$ cat src/lru_key_tracker_defines.svh
// Assertion macros for the key tracker.
`ifndef LRU_KEY_TRACKER_DEFINES_SVH
`define LRU_KEY_TRACKER_DEFINES_SVH

`ifndef SYNTHESIS

// Check a property on every clock edge outside reset.
`define LKT_ASSERT(label, clk, rst, prop, msg) \
   label: assert property (@(posedge clk) disable iff (rst) (prop)) else $error(msg);

// Check a property on every clock edge, reset included.
`define LKT_ASSERT_ALWAYS(label, clk, prop, msg) \
   label: assert property (@(posedge clk) (prop)) else $error(msg);

`else

`define LKT_ASSERT(label, clk, rst, prop, msg)
`define LKT_ASSERT_ALWAYS(label, clk, prop, msg)

`endif

`endif

$ cat src/lkt_pkg.sv
`default_nettype none

package lkt_pkg;

   localparam int ENTRIES   = 16;
   localparam int KEY_WIDTH = 32;
   // Width of the capacity register as written on the configuration port.
   localparam int CFG_W     = 5;
   // Width that holds a slot count from 0 to ENTRIES.
   localparam int CAP_W     = $clog2(ENTRIES + 1);
   localparam int CAP_RESET = (16 > ENTRIES) ? ENTRIES : 16;

   // Broadcast from the top level to every cell.
   typedef struct packed {
      logic                 fire;
      logic [KEY_WIDTH-1:0] key;
      logic                 hit;
      logic [CAP_W-1:0]     cap;
      logic                 cfg_write;
      logic [CAP_W-1:0]     cfg_cap;
   } ctl_type;

   // Travels from the least recent end toward slot 0.
   typedef struct packed {
      logic                 any_match;
      logic                 tail_valid;
      logic [KEY_WIDTH-1:0] tail_key;
   } up_type;

   // Travels from slot 0 toward the least recent end.
   typedef struct packed {
      logic                 valid;
      logic [KEY_WIDTH-1:0] key;
   } down_type;

endpackage

`default_nettype wire

$ cat src/lkt_cell.sv
`default_nettype none

module lkt_cell (
   input  wire logic                  clock,
   input  wire logic                  reset,
   input  wire logic [lkt_pkg::CAP_W-1:0] slot,
   input  wire lkt_pkg::ctl_type      ctl,
   input  wire lkt_pkg::down_type     down_in,
   output lkt_pkg::down_type          down_out,
   input  wire lkt_pkg::up_type       up_in,
   output lkt_pkg::up_type            up_out
);

   logic [lkt_pkg::KEY_WIDTH-1:0] key_ff;
   logic                          valid_ff;
   logic                          valid_in;
   logic                          match;
   logic                          last;
   logic                          shift;

   assign match = valid_ff && (key_ff == ctl.key);
   // This slot is the least recent one the capacity allows.
   assign last  = (slot + lkt_pkg::CAP_W'(1)) == ctl.cap;

   assign up_out.any_match  = up_in.any_match | match;
   assign up_out.tail_valid = up_in.tail_valid | (last & valid_ff);
   assign up_out.tail_key   = up_in.tail_key | ((last && valid_ff) ? key_ff : '0);

   assign down_out.valid = valid_ff;
   assign down_out.key   = key_ff;

   // On a hit, slots down to the matching one advance; on a miss, every slot
   // up to the first empty one advances, bounded by the capacity.
   assign shift = ctl.hit ? up_out.any_match : (down_in.valid && (slot < ctl.cap));

   always_comb begin
      valid_in = valid_ff;
      if (ctl.fire && shift) begin
         valid_in = down_in.valid;
      end
      // Drop entries beyond a lowered capacity.
      if (ctl.cfg_write && !(slot < ctl.cfg_cap)) begin
         valid_in = 1'b0;
      end
   end

   always_ff @(posedge clock) begin
      if (reset) begin
         valid_ff <= 1'b0;
      end else begin
         valid_ff <= valid_in;
      end
   end

   always_ff @(posedge clock) begin
      if (ctl.fire && shift) begin
         key_ff <= down_in.key;
      end
   end

endmodule

`default_nettype wire

$ cat src/lru_key_tracker.sv
// Fully associative LRU key tracker.
// Request channel (req_valid / req_stall, req_key): one key per beat. The
// key is looked up in every slot at once and the recency row is updated in
// the cycle the beat is taken.
// Response channel (rsp_valid / rsp_stall): one beat per request, with
// rsp_hit, rsp_evicted_valid and rsp_evicted_key, the cycle after the request
// is taken. Throughput is one request per cycle while rsp_stall is low; the
// lookup, match chain through the slot cells and shift are combinational.
// When the receiver stalls, the response is held in its output register and
// req_stall is raised for as long as that beat is not taken.
// Configuration (csr_valid / csr_ready, csr_data): writes the capacity. Zero
// acts as one and values above the slot count saturate; lowering it below
// the number of keys held drops the least recent keys silently. csr_ready is
// always high; write only while no request is in flight.
// Reset (synchronous, active high) empties the store and sets the capacity
// to sixteen.
`default_nettype none

`include "lru_key_tracker_defines.svh"

module lru_key_tracker (
   input  wire logic                          clock,
   input  wire logic                          reset,
   input  wire logic                          req_valid,
   output logic                               req_stall,
   input  wire logic [lkt_pkg::KEY_WIDTH-1:0] req_key,
   output logic                               rsp_valid,
   input  wire logic                          rsp_stall,
   output logic                               rsp_hit,
   output logic                               rsp_evicted_valid,
   output logic [lkt_pkg::KEY_WIDTH-1:0]      rsp_evicted_key,
   input  wire logic                          csr_valid,
   output logic                               csr_ready,
   input  wire logic [lkt_pkg::CFG_W-1:0]     csr_data
);

   logic [lkt_pkg::CAP_W-1:0]     cap_ff;
   logic [lkt_pkg::CAP_W-1:0]     cap_in;
   logic                          rsp_valid_ff;
   logic                          rsp_valid_in;
   logic                          hit_ff;
   logic                          ev_valid_ff;
   logic [lkt_pkg::KEY_WIDTH-1:0] ev_key_ff;
   logic                          fire;
   logic                          cfg_write;
   logic                          ev_valid;
   logic [lkt_pkg::ENTRIES-1:0]   vld;
   lkt_pkg::ctl_type              ctl;
   lkt_pkg::up_type               up_link   [lkt_pkg::ENTRIES+1];
   lkt_pkg::down_type             down_link [lkt_pkg::ENTRIES+1];

   assign csr_ready = 1'b1;
   assign cfg_write = csr_valid && csr_ready;

   // Clamp the written capacity to one through the slot count.
   always_comb begin
      if (csr_data == '0) begin
         cap_in = lkt_pkg::CAP_W'(1);
      end else if (int'(csr_data) > lkt_pkg::ENTRIES) begin
         cap_in = lkt_pkg::CAP_W'(lkt_pkg::ENTRIES);
      end else begin
         cap_in = lkt_pkg::CAP_W'(csr_data);
      end
   end

   always_ff @(posedge clock) begin
      if (reset) begin
         cap_ff <= lkt_pkg::CAP_W'(lkt_pkg::CAP_RESET);
      end else if (cfg_write) begin
         cap_ff <= cap_in;
      end
   end

   assign req_stall = rsp_valid_ff && rsp_stall;
   assign fire      = req_valid && !req_stall;

   assign ctl.fire      = fire;
   assign ctl.key       = req_key;
   assign ctl.hit       = up_link[0].any_match;
   assign ctl.cap       = cap_ff;
   assign ctl.cfg_write = cfg_write;
   assign ctl.cfg_cap   = cap_in;

   assign up_link[lkt_pkg::ENTRIES] = '0;
   assign down_link[0].valid        = 1'b1;
   assign down_link[0].key          = req_key;

   for (genvar i = 0; i < lkt_pkg::ENTRIES; i++) begin : g_cell
      lkt_cell u_cell (
         .clock    (clock),
         .reset    (reset),
         .slot     (lkt_pkg::CAP_W'(i)),
         .ctl      (ctl),
         .down_in  (down_link[i]),
         .down_out (down_link[i+1]),
         .up_in    (up_link[i+1]),
         .up_out   (up_link[i])
      );
      assign vld[i] = down_link[i+1].valid;
   end

   // A miss with the last allowed slot filled evicts that slot's key.
   assign ev_valid = !up_link[0].any_match && up_link[0].tail_valid;

   always_comb begin
      rsp_valid_in = rsp_valid_ff;
      if (fire) begin
         rsp_valid_in = 1'b1;
      end else if (!rsp_stall) begin
         rsp_valid_in = 1'b0;
      end
   end

   always_ff @(posedge clock) begin
      if (reset) begin
         rsp_valid_ff <= 1'b0;
      end else begin
         rsp_valid_ff <= rsp_valid_in;
      end
   end

   always_ff @(posedge clock) begin
      if (fire) begin
         hit_ff      <= up_link[0].any_match;
         ev_valid_ff <= ev_valid;
         ev_key_ff   <= ev_valid ? up_link[0].tail_key : '0;
      end
   end

   assign rsp_valid         = rsp_valid_ff;
   assign rsp_hit           = hit_ff;
   assign rsp_evicted_valid = ev_valid_ff;
   assign rsp_evicted_key   = ev_key_ff;

   `LKT_ASSERT(a_hit_no_evict, clock, reset, !(rsp_valid && hit_ff && ev_valid_ff), "hit evicts")
   `LKT_ASSERT(a_evict_key_zero, clock, reset, !rsp_valid || ev_valid_ff || ev_key_ff == '0, "stray key")
   `LKT_ASSERT(a_valid_prefix, clock, reset, ((vld + lkt_pkg::ENTRIES'(1)) & vld) == '0, "valid gap")
   `LKT_ASSERT(a_fill_in_cap, clock, reset, $countones(vld) <= int'(cap_ff), "over capacity")

endmodule

`default_nettype wire
$ cat config.mk
export PLATFORM = sky130hd
export DESIGN_NAME = lru_key_tracker
export DESIGN_NICKNAME = d
export VERILOG_FILES = /design/src/lkt_pkg.sv /design/src/lkt_cell.sv /design/src/lru_key_tracker.sv
export VERILOG_INCLUDE_DIRS = /design/src /design/src/src
export SDC_FILE = /design/constraint.sdc
export NUM_CORES = 1
export LEC_CHECK = 0
export BUFFER_PORTS_ARGS = -buffer_cell sky130_fd_sc_hd__buf_2
export CAP_MARGIN = 20
export CORE_MARGIN = 4
export CORE_UTILIZATION = 40
export CTS_BUF_LIST = sky130_fd_sc_hd__clkbuf_4
export CTS_CLUSTER_SIZE = 16
export DETAILED_ROUTE_END_ITERATION = 16
export HOLD_SLACK_MARGIN = 0.06
export PLACE_DENSITY = 0.6
export SYNTH_ARGS = -nofsm -noshare
export SYNTH_HDL_FRONTEND = slang
export SYNTH_SLANG_ARGS = --single-unit
$ cat constraint.sdc
create_clock -name clock -period 5 [get_ports clock]
set_clock_uncertainty 0.05 [all_clocks]
set_input_delay 1 -clock clock [delete_from_list [all_inputs] [get_ports clock]]
set_output_delay 1 -clock clock [all_outputs]
set_load 0.05 [all_outputs]
== Yosys cells after proc, flatten, opt, wreduce, memory -nomap -nowiden ==
Cells that the tools add are included.

* $lt $le $gt $ge: 33
* Equality and inequality tests: 33
* Mux-type cells: 36
* Bitwise gates (word level): 61
* Reduce and logical (&&, ||, !) cells: 117

{| class="wikitable"
|+ Operator list
! kind !! count
|-
| 32-bit == test || 16
|-
| 32-bit two-way mux || 16
|-
| 32-bit bitwise OR || 15
|-
| 1-bit logical AND || 82
|-
| 4-bit by 5-bit less-than comparator with 1-bit output (first input constant) || 16
|-
| 4-bit by 5-bit == test with 1-bit output (first input constant) || 8
|-
| 3-bit by 5-bit less-than comparator with 1-bit output (first input constant) || 8
|-
| 2-bit OR reduction || 16
|-
| 1-bit bitwise OR || 30
|-
| 3-bit by 5-bit == test with 1-bit output (first input constant) || 4
|-
| 1-bit by 5-bit less-than comparator with 1-bit output (first input constant) || 4
|-
| 2-bit by 5-bit less-than comparator with 1-bit output (first input constant) || 4
|-
| 1-bit zero test || 18
|-
| 1-bit two-way mux || 18
|-
| 1-bit bitwise AND || 16
|-
| 2-bit by 5-bit == test with 1-bit output (first input constant) || 2
|-
| 5-bit two-way mux || 2
|-
| 1-bit by 5-bit == test with 1-bit output (first input constant) || 1
|-
| 5-bit == test (first input constant) || 1
|-
| 5-bit > comparator (second input constant) || 1
|-
| 5-bit zero test || 1
|-
| 2-bit by 1-bit inequality test with 1-bit output (second input constant) || 1
|}

* Flip-flop bits (word level): 568
* Input port bits: 42
* Output and inout bits: 37
* Logic and storage cells: 317

== Logic depth before layout (Yosys ltp) ==
Gate-level depths: netlist of the first run.

* Depth after elaboration: 19
* Depth in mapped cells: 12
* Gate-level depth less buffers: 9

== Hierarchy ==
A second synthesis of the first run with hierarchy kept.

* Cells, all modules: 2811
* Area, all modules: 34071.4 um^2

{| class="wikitable"
|+ By module, submodules not included
! module !! instances !! cells each !! area an instance (um^2)
|-
| lkt_cell (g_cell[12].u_cell ...) || 10 || 170 || 2035.7
|-
| lkt_cell (g_cell[0].u_cell ...) || 6 || 168 || 2026.9
|-
| lru_key_tracker || 1 || 103 || 1552.7
|}

== Worst setup path before layout of the first run ==
OpenSTA, ideal clock, no wires.

* Path type: input -> register
* Start point: in req_key[28] (netlist bit)
* End point: reg g_cell[11].u_cell.key_ff[0] (netlist bit) (enable)
* Library setup time: 0.466 ns
* Arrival: 4.720 ns
* Slack: -0.236 ns
* Stages: 8
* Cells stage by stage: buf_4 > xor2_1 > nor4_1 > nand4_1 > or4_4 > nand4_2 > nor2b_1 > o21ai_0

* Word-level cells in the longest chain between the ends: 19
* Elaborated cells between the ends (all ways): 49
* Classes of those cells: eq/ne: 16; mux: 1; bitwise: 15; reduce/logical: 17

{| class="wikitable"
|+ RTL lines
! element !! line !! text
|-
| from (decl) || lru_key_tracker.sv:26 || <nowiki>input wire logic [lkt_pkg::KEY_WIDTH-1:0] req_key,</nowiki>
|-
| 32-bit == test || lkt_cell.sv:21 || <nowiki>assign match = valid_ff && (key_ff == ctl.key);</nowiki>
|-
| 1-bit logical AND || lkt_cell.sv:21 ||
|-
| 1-bit bitwise OR (15 in a row) || lkt_cell.sv:25 || <nowiki>assign up_out.any_match = up_in.any_match | match;</nowiki>
|-
| 1-bit two-way mux (*) || lkt_cell.sv:34 || <nowiki>assign shift = ctl.hit ? up_out.any_match : (down_in.valid && (slot < ctl.cap));</nowiki>
|-
| 1-bit logical AND (*) || lkt_cell.sv:56 || <nowiki>if (ctl.fire && shift) begin</nowiki>
|-
| to (signal assigned) || lkt_cell.sv:57 || <nowiki>key_ff <= down_in.key;</nowiki>
|-
| to (decl) || lkt_cell.sv:14 || <nowiki>logic [lkt_pkg::KEY_WIDTH-1:0] key_ff;</nowiki>
|}

Every way passes the cells marked *; elsewhere a longest branch is shown, timed or not.
A chain may end at the register's enable or synchronous reset.

== Worst setup path in the final report of the first run ==
* Start point: reg g_cell[7].u_cell.key_ff[15] (netlist bit)
* End point: reg g_cell[4].u_cell.key_ff[23] (netlist bit) (enable)

* Word-level cells in the longest chain between the ends: 12

{| class="wikitable"
|+ RTL lines
! element !! line
|-
| from (decl) || lkt_cell.sv:14
|-
| from (signal assigned) || lkt_cell.sv:57
|-
| 32-bit == test (*) || lkt_cell.sv:21
|-
| 1-bit logical AND (*) || lkt_cell.sv:21
|-
| 1-bit bitwise OR (*) (4 in a row) || lkt_cell.sv:25
|-
| 1-bit bitwise OR (4 in a row) || lkt_cell.sv:25
|-
| 1-bit two-way mux (*) || lkt_cell.sv:34
|-
| 1-bit logical AND (*) || lkt_cell.sv:56
|-
| to (signal assigned) || lkt_cell.sv:57
|-
| to (decl) || lkt_cell.sv:14
|}

Marked as above.

==> results.yml, run 1 <==
clock_tree:
  cts-buffers-inserted: 157
  clk_pin_slew_ns: 0.07
  cts_tree: "yes"
  postCtsSetupRepairBufs: 0
  numClockSinks: 568
  clk_root_buffer_cell: "sky130_fd_sc_hd__clkbuf_4"
  cts_buffer_depth: 3
  cts-htree-levels: 4
  post_cts_hold_buffer_count: 0
  clk_latency_ns: 1.03
  cts.repair.resized: 0
synth:
  post_synth_inst_count: 1973
  ys_async_sr_fraction_pct: 0
  netlist_area_um2: 27300
  mappedNetlistNets: 2015
  synth.top_cell.area_share_pct: 60.0
  synth-edff-count: 546
  yosys_warnings: 0
  post_synth.cell_area_avg_um2: 13.9
  yosys.cell_count.top_type: "sky130_fd_sc_hd__edfxtp_1"
  seq_area_frac_synth_pct: 61.6
  yosysUniqueCellTypes: 72
  ys_top_cells_by_count: "sky130_fd_sc_hd__edfxtp_1, sky130_fd_sc_hd__xor2_1, sky130_fd_sc_hd__xnor2_1"
  ys_ff_latch: 568
  yosys.area.top_type: "sky130_fd_sc_hd__edfxtp_1"
  synth.top_cells.by_area: "sky130_fd_sc_hd__edfxtp_1, sky130_fd_sc_hd__xor2_1, sky130_fd_sc_hd__xnor2_1"
  ys.flop_type: "sky130_fd_sc_hd__edfxtp_1"
sta:
  period_minus_slack_ns: 4.38
  timing.max_slew.rel_slack_pct: 27.0
  fmax_mhz: 228
  rsz0062_at_grt: "no"
  totalNegativeSetupSlack_ns: 0
  hold_violations: 0
  tightestPinTransition_ns: 1.08
  finalCritPeriodShare_pct: 87.6
  finalMaxSlewViolations: 0
  setup_viol: 0
routing:
  drtIter0Drc: 3775
  drc_errors: 0
  routed_wirelength_mm: 139
  drt.antenna.violating_nets: 0
  wire_per_inst_um: 43.1
  post_dr_vias_cell: 6.60
  via_count: 21200
  first_pass_iters: 6
critical_path:
  regToRegStartpoint: "g_cell[7].u_cell.key_ff[15]$_DFFE_PP_"
  worst-endpoint-arrival_ns: 5.05
  worstRegToRegCells: 11
  cp-startpoint: "g_cell[7].u_cell.key_ff[15]$_DFFE_PP_"
  worstPathMaxFanout: 16
  r2r-end: "g_cell[4].u_cell.key_ff[23]$_DFFE_PP_"
  criticalPathCategory: "reg2reg"
  endpoint_kind: "flip-flop"
  crit_path_start_kind: "flip-flop"
  r2r_slack_ns: 0.62
  required_ns: 5.67
global_route:
  grt_max_degree: 34
  grt_overflow: 0
  first_global_vias: 20300
  grt_pass1_wl_mm: 185
  global_route.usage.total_pct: 37.4
  grt_antenna_before_repair: 9
finish:
  nets: 2271
  ratio_of_cells_with_drive_above_1_in_the_final_layout_pct: 23.0
  layoutNonFillerInstCount: 3220
  final.fill_count: 6026
  final_core_util_pct: 47.1
  area_taken_by_multi_input_logic_gates_um2: 9710
  area_growth_pct: 16.2
  final-seq-area_um2: 16800
min_path:
  class_of_the_tightest_hold_or_removal_check: "in2reg"
  min-delay-start: "req_valid"
  worstHoldPathCells: 3
  hold-path-endpoint: "rsp_valid$_SDFFE_PP0P_"
status:
  result_of_the_run: "finished, final reports clean"
power:
  ir_drop_uv: 216
  fin_total_pwr_mw: 10.5
  power_density_nw_per_um2: 330
  p_leak_nw: 10.5
die:
  core-area_um2: 67400
  die_area_um2: 72600
  rows: 95
  initial_core_util_pct: 40.5
  floorplan.io_pins: 79
  die_h_um: 269
  chip_width_um: 269
placed_design:
  io_buffer_count: 77
  place.detailed.instances: 2943
  place.gp.congestion: 1.10
  detailedPlacementHpwl_mm: 103
flow_run:
  number_of_max_cap_violations: 0
through the flow:
step                      worst slack (ns)  area, µm²  hold WS [ns]
after floorplan                      0.334      27300         0.401
after global placement              -0.184      29700         0.432
after detailed placement           -0.0989      29700         0.433
after CTS                            0.759      31700         0.108
after global routing                 0.613      31700         0.158
final                                0.619      31700         0.177
cells in the final DEF (no fill, tap or decap), drive strengths merged, types with 3 or more instances in the layout:
cell    netlist  layout
a221oi       73      73
inv          11      17
dfxtp        22      22
a21oi        11      11
clkinv        0      36
edfxtp      546     546
nor4         98      98
nand4b        3       3
o21ai         9       9
and2          3       3
a22oi       112     112
bufinv        0       3
mux2i        14      14
or3           5       5
or4           4       4
a31o          6       6
diode         0       3
and3         44      44
a22o         73      73
nor2         39      39
a31oi        32      32
o21a          5       5
nor2b         6       6
o211ai        3       3
nor3         19      19
buf          75     240
a211oi        4       4
nand4        71      71
nand2        37      37
xor2        313     313
nand3        33      33
clkbuf       68     227
nand2b        3       3
nand3b        4       4
xnor2       193     193
state kept, by name (all words and copies together), names as in the netlist:
name	count
g_cell.u_cell.key_ff	512
rsp_hit	1
rsp_evicted_valid	1
g_cell.u_cell.valid_ff	16
cap_ff	5
rsp_evicted_key	32
rsp_valid	1
how the worst max path moves through the flow:
stage / endpoint / slack (ns)
after global routing: g_cell[1].u_cell.valid_ff$_SDFFE_PP0P_ / 0.61
after global placement: g_cell[1].u_cell.valid_ff$_SDFFE_PP0P_ / -0.18
final: g_cell[4].u_cell.key_ff[23]$_DFFE_PP_ / 0.62
after CTS: g_cell[4].u_cell.key_ff[27]$_DFFE_PP_ / 0.76
after detailed placement: g_cell[4].u_cell.key_ff[2]$_DFFE_PP_ / -0.1
after floorplan: g_cell[9].u_cell.valid_ff$_SDFFE_PP0P_ / 0.33
cells by family after synthesis:
kind of cell              after synthesis  share of synthesized area [%]
AOI/OAI and AO/OA                     347                           10.2
xor gates and xnor gates              506                           16.2
buffers and inverters                 154                           3.30
DFF                                   568                           61.6
muxes                                  14                          0.513
other                                   1                         0.0137
and+or+nand+nor                       383                           8.13
metal layers:
layer  GRT usage [%]  share of wire (%)  wire, µm  vias to the layer above
li1                -                  -         -                     8255
met1            49.5                 38     52100                    10600
met2            53.8                 42     58300                     1957
met3            12.3                 13     18300                      398
met4            21.7                7.1      9860                        8
met5           0.658              0.072       100                        -
final cells by class:
type / count / share of cell area, %
Multi-Input combinational cell: 1251 / 30.6
Clock buffer: 227 / 5.37
Antenna cell: 3 / 0.0236
Sequential cell: 568 / 53.0
Inverter: 11 / 0.130
Tap cell: 873 / 3.44
Timing Repair Buffer: 240 / 6.49
Clock inverter: 47 / 0.934
worst max-delay path: stages, from the launching register on:
cell                       delay (ns)
sky130_fd_sc_hd__edfxtp_1        0.45
sky130_fd_sc_hd__xor2_1          0.23
sky130_fd_sc_hd__nor4_1          0.72
sky130_fd_sc_hd__buf_4           0.26
sky130_fd_sc_hd__and4_1          0.47
sky130_fd_sc_hd__nand4_2         0.23
sky130_fd_sc_hd__o41ai_4         0.61
sky130_fd_sc_hd__nor3_2          0.17
sky130_fd_sc_hd__and3_4          0.25
sky130_fd_sc_hd__a31oi_1         0.32
sky130_fd_sc_hd__nor2_4          0.09
sky130_fd_sc_hd__buf_12          0.18
power by group:
part	internal [mW]	switching, mW	total, mW	leakage [nW]
clock	2.25	2.17	4.42	1.19
sequential	5.20	0.0494	5.25	5.15
combinational	0.208	0.615	0.823	4.18
total	7.66	2.83	10.5	10.5
Note: power is estimated with default switching activity, not from simulation.
==> run 2: changes to the inputs <==
--- a/config.mk
+++ b/config.mk
@@ -11,10 +11,12 @@
 export CORE_MARGIN = 4
 export CORE_UTILIZATION = 40
 export CTS_BUF_LIST = sky130_fd_sc_hd__clkbuf_4
+export CTS_CLUSTER_DIAMETER = 30
 export CTS_CLUSTER_SIZE = 16
 export DETAILED_ROUTE_END_ITERATION = 16
 export HOLD_SLACK_MARGIN = 0.06
 export PLACE_DENSITY = 0.6
 export SYNTH_ARGS = -nofsm -noshare
 export SYNTH_HDL_FRONTEND = slang
+export SYNTH_HIERARCHICAL = 1
 export SYNTH_SLANG_ARGS = --single-unit
==> run 2 against run 1 <==
The run now ends with setup timing left. Die area grew 24%. Critical path type unchanged. Utilization up 4.0 points. Cell count grew 53%. Critical path depth increased by 30. Fmax fell by 30%. Area after synthesis up 25%.
==> results.yml, run 2 <==
status:
  result_of_the_run: "finished with violations"
  failing_checks: "setup timing"
critical_path:
  r2r-end: "g_cell[14].u_cell/valid_ff$_SDFFE_PP0P_"
  worstPathMaxFanout: 3
  cp-startpoint: "g_cell[15].u_cell/key_ff[16]$_DFFE_PP_"
  r2r_slack_ns: -1.29
  timing.critical_path.mode_cell: "sky130_fd_sc_hd__buf_4"
  crit_path_start_kind: "flip-flop"
  criticalPathCategory: "reg2reg"
  worstRegToRegCells: 41
  required_ns: 5.75
  worst-endpoint-arrival_ns: 7.04
  endpoint_kind: "flip-flop"
  regToRegStartpoint: "g_cell[15].u_cell/key_ff[16]$_DFFE_PP_"
  endpoint: "g_cell[14].u_cell/valid_ff$_SDFFE_PP0P_"
  critical-path-max-stage-delay_ns: 0.51
  slowest_stage: "sky130_fd_sc_hd__edfxtp_1"
die:
  die_area_um2: 89900
  die_h_um: 300
  core-area_um2: 84100
  initial_core_util_pct: 40.5
  floorplan.io_pins: 79
  rows: 106
  chip_width_um: 300
routing:
  drt.antenna.violating_nets: 0
  drc_errors: 0
  drtIter0Drc: 1353
  wire_per_inst_um: 18.2
  via_count: 23700
  post_dr_vias_cell: 4.79
  routed_wirelength_mm: 89.7
  first_pass_iters: 5
sta:
  hold_violations: 0
  fmax_mhz: 159
  whs_ns: 0.332
  finalCritPeriodShare_pct: 126
  period_minus_slack_ns: 6.29
  timing.max_slew.rel_slack_pct: 36.7
  setup_viol: 562
  rsz0062_at_grt: "yes"
  finalMaxSlewViolations: 0
  tightestPinTransition_ns: 0.947
  worst_slack_ns: -1.29
  totalNegativeSetupSlack_ns: -622.82
synth:
  netlist_area_um2: 34100
  post_synth.cell_area_avg_um2: 12.1
  yosys_warnings: 6
  post_synth_inst_count: 2810
finish:
  final.fill_count: 7498
  ratio_of_cells_with_drive_above_1_in_the_final_layout_pct: 21.5
  area_growth_pct: 26.1
  layout_commonest_cell: "sky130_fd_sc_hd__edfxtp_1"
  largest_reg_flops: 512
  nets: 3902
  largest-register: "g_cell.u_cell/key_ff"
  final_cell_mix: "sky130_fd_sc_hd__edfxtp_1, sky130_fd_sc_hd__a21o_1, sky130_fd_sc_hd__xnor2_1"
clock_tree:
  clk_pin_slew_ns: 0.11
  clk_root_buffer_cell: "sky130_fd_sc_hd__clkbuf_4"
  cts_buffer_depth: 3
  cts-htree-levels: 3
  numClockSinks: 568
  clk_latency_ns: 0.94
  cts-buffers-inserted: 116
  cts_tree: "yes"
global_route:
  global_route.usage.total_pct: 19.6
  grt_overflow: 0
  grt_max_degree: 47
  grt_antenna_before_repair: 1
  first_global_vias: 23700
  grt_pass1_wl_mm: 138
placed_design:
  io_buffer_count: 77
  place.gp.congestion: 0.862
  detailedPlacementHpwl_mm: 67.1
  dpl_worst_slack_ns: -1.91
power:
  power_density_nw_per_um2: 268
  ir_drop_uv: 292
  p_leak_nw: 18.4
flow_run:
  number_of_max_cap_violations: 0
min_path:
  min-delay-start: "req_valid"
  class_of_the_tightest_hold_or_removal_check: "in2reg"
[run 2: what timing repair did]
action | in CTS | in global routing
cloned | 10 | 8
buffers inserted | 49 | 6
pin swaps | 14 | 5
gates resized for setup | 41 | 21
endpoints found under the setup margin | 562 | 562
hold buffers | 0 | 0
[run 2: per-stage QoR]
step	cell area, µm²	instances	power (mW)	util (%)
floorplan	35900	3197	6.51	-
detailed placement	39600	4646	7.06	47.1
finish	42900	4934	11.5	51.1
global route	42900	4934	12.1	51.1
global placement	39600	4645	7.04	47.1
CTS	42600	4921	11.6	50.6
[run 2: layout make-up]
cell class | count | area [µm²] | area share, %
tap | 1134 | 1420 | 3.30
timing repair buffer | 462 | 4050 | 9.42
multi-input combinational | 2366 | 17900 | 41.8
antenna | 1 | 2.50 | 0.00583
clock inverter | 94 | 1060 | 2.47
clock buffer | 123 | 923 | 2.15
inverter | 186 | 698 | 1.63
sequential | 568 | 16900 | 39.2
[run 2: metal layers]
| layer | wire length [µm] | GRT usage (%) | vias up |
|---|---|---|---|
| met1 | 42400 | 28.0 | 11200 |
| li1 | - | - | 11800 |
| met2 | 40500 | 31.0 | 569 |
| met3 | 4680 | 3.15 | 130 |
| met5 | 0 | 0 | - |
| met4 | 2070 | 5.65 | 0 |
[run 2: where the power goes]
group	switching (mW)	leakage, nW	internal [mW]
sequential	0.0970	5.22	5.34
combinational	0.899	12.1	0.758
clock	2.09	1.06	2.34
total	3.08	18.4	8.44
[run 2: worst min path at each step]
stage               slack (ns)                                     end  cells after the start
finish                    0.33                  rsp_valid$_SDFFE_PP0P_                      3
global route              0.27                  rsp_valid$_SDFFE_PP0P_                      3
CTS                       0.23                  rsp_valid$_SDFFE_PP0P_                      3
detailed placement        0.43   g_cell[2].u_cell/key_ff[14]$_DFFE_PP_                      0
global placement          0.43    g_cell[1].u_cell/key_ff[6]$_DFFE_PP_                      0
floorplan                 0.42  g_cell[10].u_cell/key_ff[14]$_DFFE_PP_                      0
[run 2: worst max-delay path: cells and delay by family (launching register included)]
kind / cells / cell delay (ns)
buffers and inverters: 33 / 4.13
and+or+nand+nor: 4 / 0.64
DFF: 1 / 0.51
AOI/OAI and AO/OA: 2 / 0.34
muxes: 1 / 0.28
xor gates and xnor gates: 1 / 0.17
==> run 3: changes to the inputs <==
--- a/config.mk
+++ b/config.mk
@@ -16,6 +16,7 @@
 export DETAILED_ROUTE_END_ITERATION = 16
 export HOLD_SLACK_MARGIN = 0.06
 export PLACE_DENSITY = 0.6
+export REMOVE_ABC_BUFFERS = 1
 export SYNTH_ARGS = -nofsm -noshare
 export SYNTH_HDL_FRONTEND = slang
 export SYNTH_HIERARCHICAL = 1
==> run 3 against run 2 <==
Sequential power about the same. Sequential share of layout area down 0.74 points. Global-route usage down 1.6 points. Highest routed layer unchanged. Clock power about the same. Final area up 1.8%. Register-to-register slack better by 0.49 ns. The run still ends with setup timing left.
==> results.yml, run 3 (synthesized netlist as in run 2, its figures left out) <==
status:
  result_of_the_run: "finished with violations"
  failing_checks: "setup timing"
min_path:
  class_of_the_tightest_hold_or_removal_check: "in2reg"
  min-delay-start: "req_valid"
  worstHoldPathCells: 3
  hold-path-endpoint: "rsp_valid$_SDFFE_PP0P_"
critical_path:
  worstPathMaxFanout: 8
  critical-path-max-stage-delay_ns: 0.43
  r2r_slack_ns: -0.79
  crit_path_start_kind: "flip-flop"
  criticalPathCategory: "reg2reg"
  slowest_stage: "sky130_fd_sc_hd__edfxtp_1"
  timing.critical_path.mode_cell: "sky130_fd_sc_hd__or2b_1"
  required_ns: 5.61
  regToRegStartpoint: "g_cell[15].u_cell/key_ff[7]$_DFFE_PP_"
  worstRegToRegCells: 26
  worst_path_dominant_cell_family: "simple AND/OR/NAND/NOR gates"
  r2r-end: "g_cell[8].u_cell/key_ff[24]$_DFFE_PP_"
  cp.buffers_inverters: 2
  worst-endpoint-arrival_ns: 6.40
  endpoint_kind: "flip-flop"
sta:
  setup_viol: 562
  period_minus_slack_ns: 5.79
  finalCritPeriodShare_pct: 116
  tightestPinTransition_ns: 0.921
  rsz0062_at_grt: "yes"
  timing.max_slew.rel_slack_pct: 38.0
  fmax_mhz: 173
  whs_ns: 0.309
  finalMaxSlewViolations: 0
  hold_violations: 0
  worst_slack_ns: -0.795
finish:
  largest-register: "g_cell.u_cell/key_ff"
  layout_commonest_cell: "sky130_fd_sc_hd__edfxtp_1"
  nets: 3962
  final_cell_mix: "sky130_fd_sc_hd__edfxtp_1, sky130_fd_sc_hd__a21o_1, sky130_fd_sc_hd__xnor2_1"
  largest_reg_flops: 512
  area_growth_pct: 28.4
  design_area_um2: 43700
  ratio_of_cells_with_drive_above_1_in_the_final_layout_pct: 23.8
  final.fill_count: 7392
clock_tree:
  cts_buffer_depth: 3
  numClockSinks: 568
  clk_latency_ns: 0.96
  post_cts_hold_buffer_count: 0
  clk_pin_slew_ns: 0.08
  cts-buffers-inserted: 121
  cts-htree-levels: 3
  clk_root_buffer_cell: "sky130_fd_sc_hd__clkbuf_4"
  cts_tree: "yes"
power:
  power_density_nw_per_um2: 265
  ir_drop_uv: 193
  fin_total_pwr_mw: 11.6
  p_leak_nw: 18.8
placed_design:
  io_buffer_count: 77
  detailedPlacementHpwl_mm: 60.3
  place.gp.congestion: 0.825
  placed_cell_area_um2: 39600
routing:
  drc_errors: 0
  wire_per_inst_um: 16.5
  post_dr_vias_cell: 4.63
  routed_wirelength_mm: 82.7
  via_count: 23200
  drt.antenna.violating_nets: 0
  first_pass_iters: 5
  drtIter0Drc: 1030
global_route:
  grt_antenna_before_repair: 2
  grt_pass1_wl_mm: 128
  grt_overflow: 0
  first_global_vias: 23900
  global_route.usage.total_pct: 18.0
  grt_max_degree: 69
die:
  core-area_um2: 84100
  chip_width_um: 300
  die_h_um: 300
  floorplan.io_pins: 79
  rows: 106
  die_area_um2: 89900
  initial_core_util_pct: 40.5
flow_run:
  number_of_max_cap_violations: 0
==> run 3: cell count changes in the layout (fill, tap and decap cells not counted), moves of 8 or more <==
| cell | before | now |
|---|---|---|
| sky130_fd_sc_hd__buf_6 | 15 | 23 |
| sky130_fd_sc_hd__inv_6 | 9 | 20 |
| sky130_fd_sc_hd__buf_4 | 320 | 355 |
| sky130_fd_sc_hd__and2_1 | 49 | 17 |
| sky130_fd_sc_hd__and2_4 | 0 | 32 |
| sky130_fd_sc_hd__clkinv_1 | 24 | 16 |
==> run 3: repair_timing <==
item / in CTS / in global routing
gates resized for setup: 131 / 82
setup endpoints to repair: 562 / 562
cloned: 27 / 15
setup buffers: 45 / 13
pin swaps: 38 / 69
==> run 3: how the worst max path moves through the flow <==
stage,startpoint,depth (start not counted),end,slack [ns]
3_3_place_gp,req_key[28],27,g_cell[0].u_cell/key_ff[12]$_DFFE_PP_,-1.89
3_5_place_dp,req_key[26],27,g_cell[4].u_cell/key_ff[24]$_DFFE_PP_,-1.96
6_report,g_cell[15].u_cell/key_ff[7]$_DFFE_PP_,26,g_cell[8].u_cell/key_ff[24]$_DFFE_PP_,-0.79
4_1_cts,g_cell[15].u_cell/key_ff[26]$_DFFE_PP_,27,g_cell[2].u_cell/key_ff[16]$_DFFE_PP_,-0.82
2_1_floorplan,req_key[20],25,g_cell[0].u_cell/valid_ff$_SDFFE_PP0P_,-2.52
5_1_grt,g_cell[15].u_cell/key_ff[31]$_DFFE_PP_,27,g_cell[1].u_cell/valid_ff$_SDFFE_PP0P_,-1.05
==> run 3: power breakdown <==
group	total, mW	switching [mW]	internal, mW	leakage (nW)
combinational	1.68	0.891	0.794	12.5
sequential	5.43	0.0878	5.34	5.21
clock	4.46	2.21	2.25	1.08
==> run 3: per-stage QoR <==
| step | cells | worst slack (ns) | setup TNS, ns | util, % |
|---|---|---|---|---|
| 2_1_floorplan | 3118 | -2.52 | -1149.63 | - |
| 3_3_place_gp | 4690 | -1.89 | -990.55 | 47.1 |
| 3_5_place_dp | 4690 | -1.96 | -1018.74 | 47.1 |
| 4_1_cts | 4994 | -0.818 | -414.05 | 51.6 |
| 5_1_grt | 5007 | -1.05 | -517.13 | 52.0 |
| 6_report | 5007 | -0.795 | -375.96 | 52.0 |
==> run 3: layout make-up <==
cell class,instances,area [µm²],share of cell area (%)
clock buffers,127,953,2.18
diodes,4,10.0,0.0229
well taps,1134,1420,3.24
clock inverters,105,1100,2.52
flip-flops and latches,568,16800,38.5
multi-input cells,2364,18000,41.2
repair buffers,519,4710,10.8
inverters,186,698,1.60
==> run 3: tightest hold or removal path: stages <==
cell,delay [ns]
sky130_fd_sc_hd__buf_2,0.09
sky130_fd_sc_hd__nor2_1,0.04
sky130_fd_sc_hd__nor2_1,0.07
==> run 3: routing by layer <==
metal	vias up	GRT usage, %	wire, µm
li1	11900	-	-
met1	10800	23.6	37900
met2	346	30.8	40100
met3	123	2.71	2680
met4	0	5.36	1970
met5	-	0	0
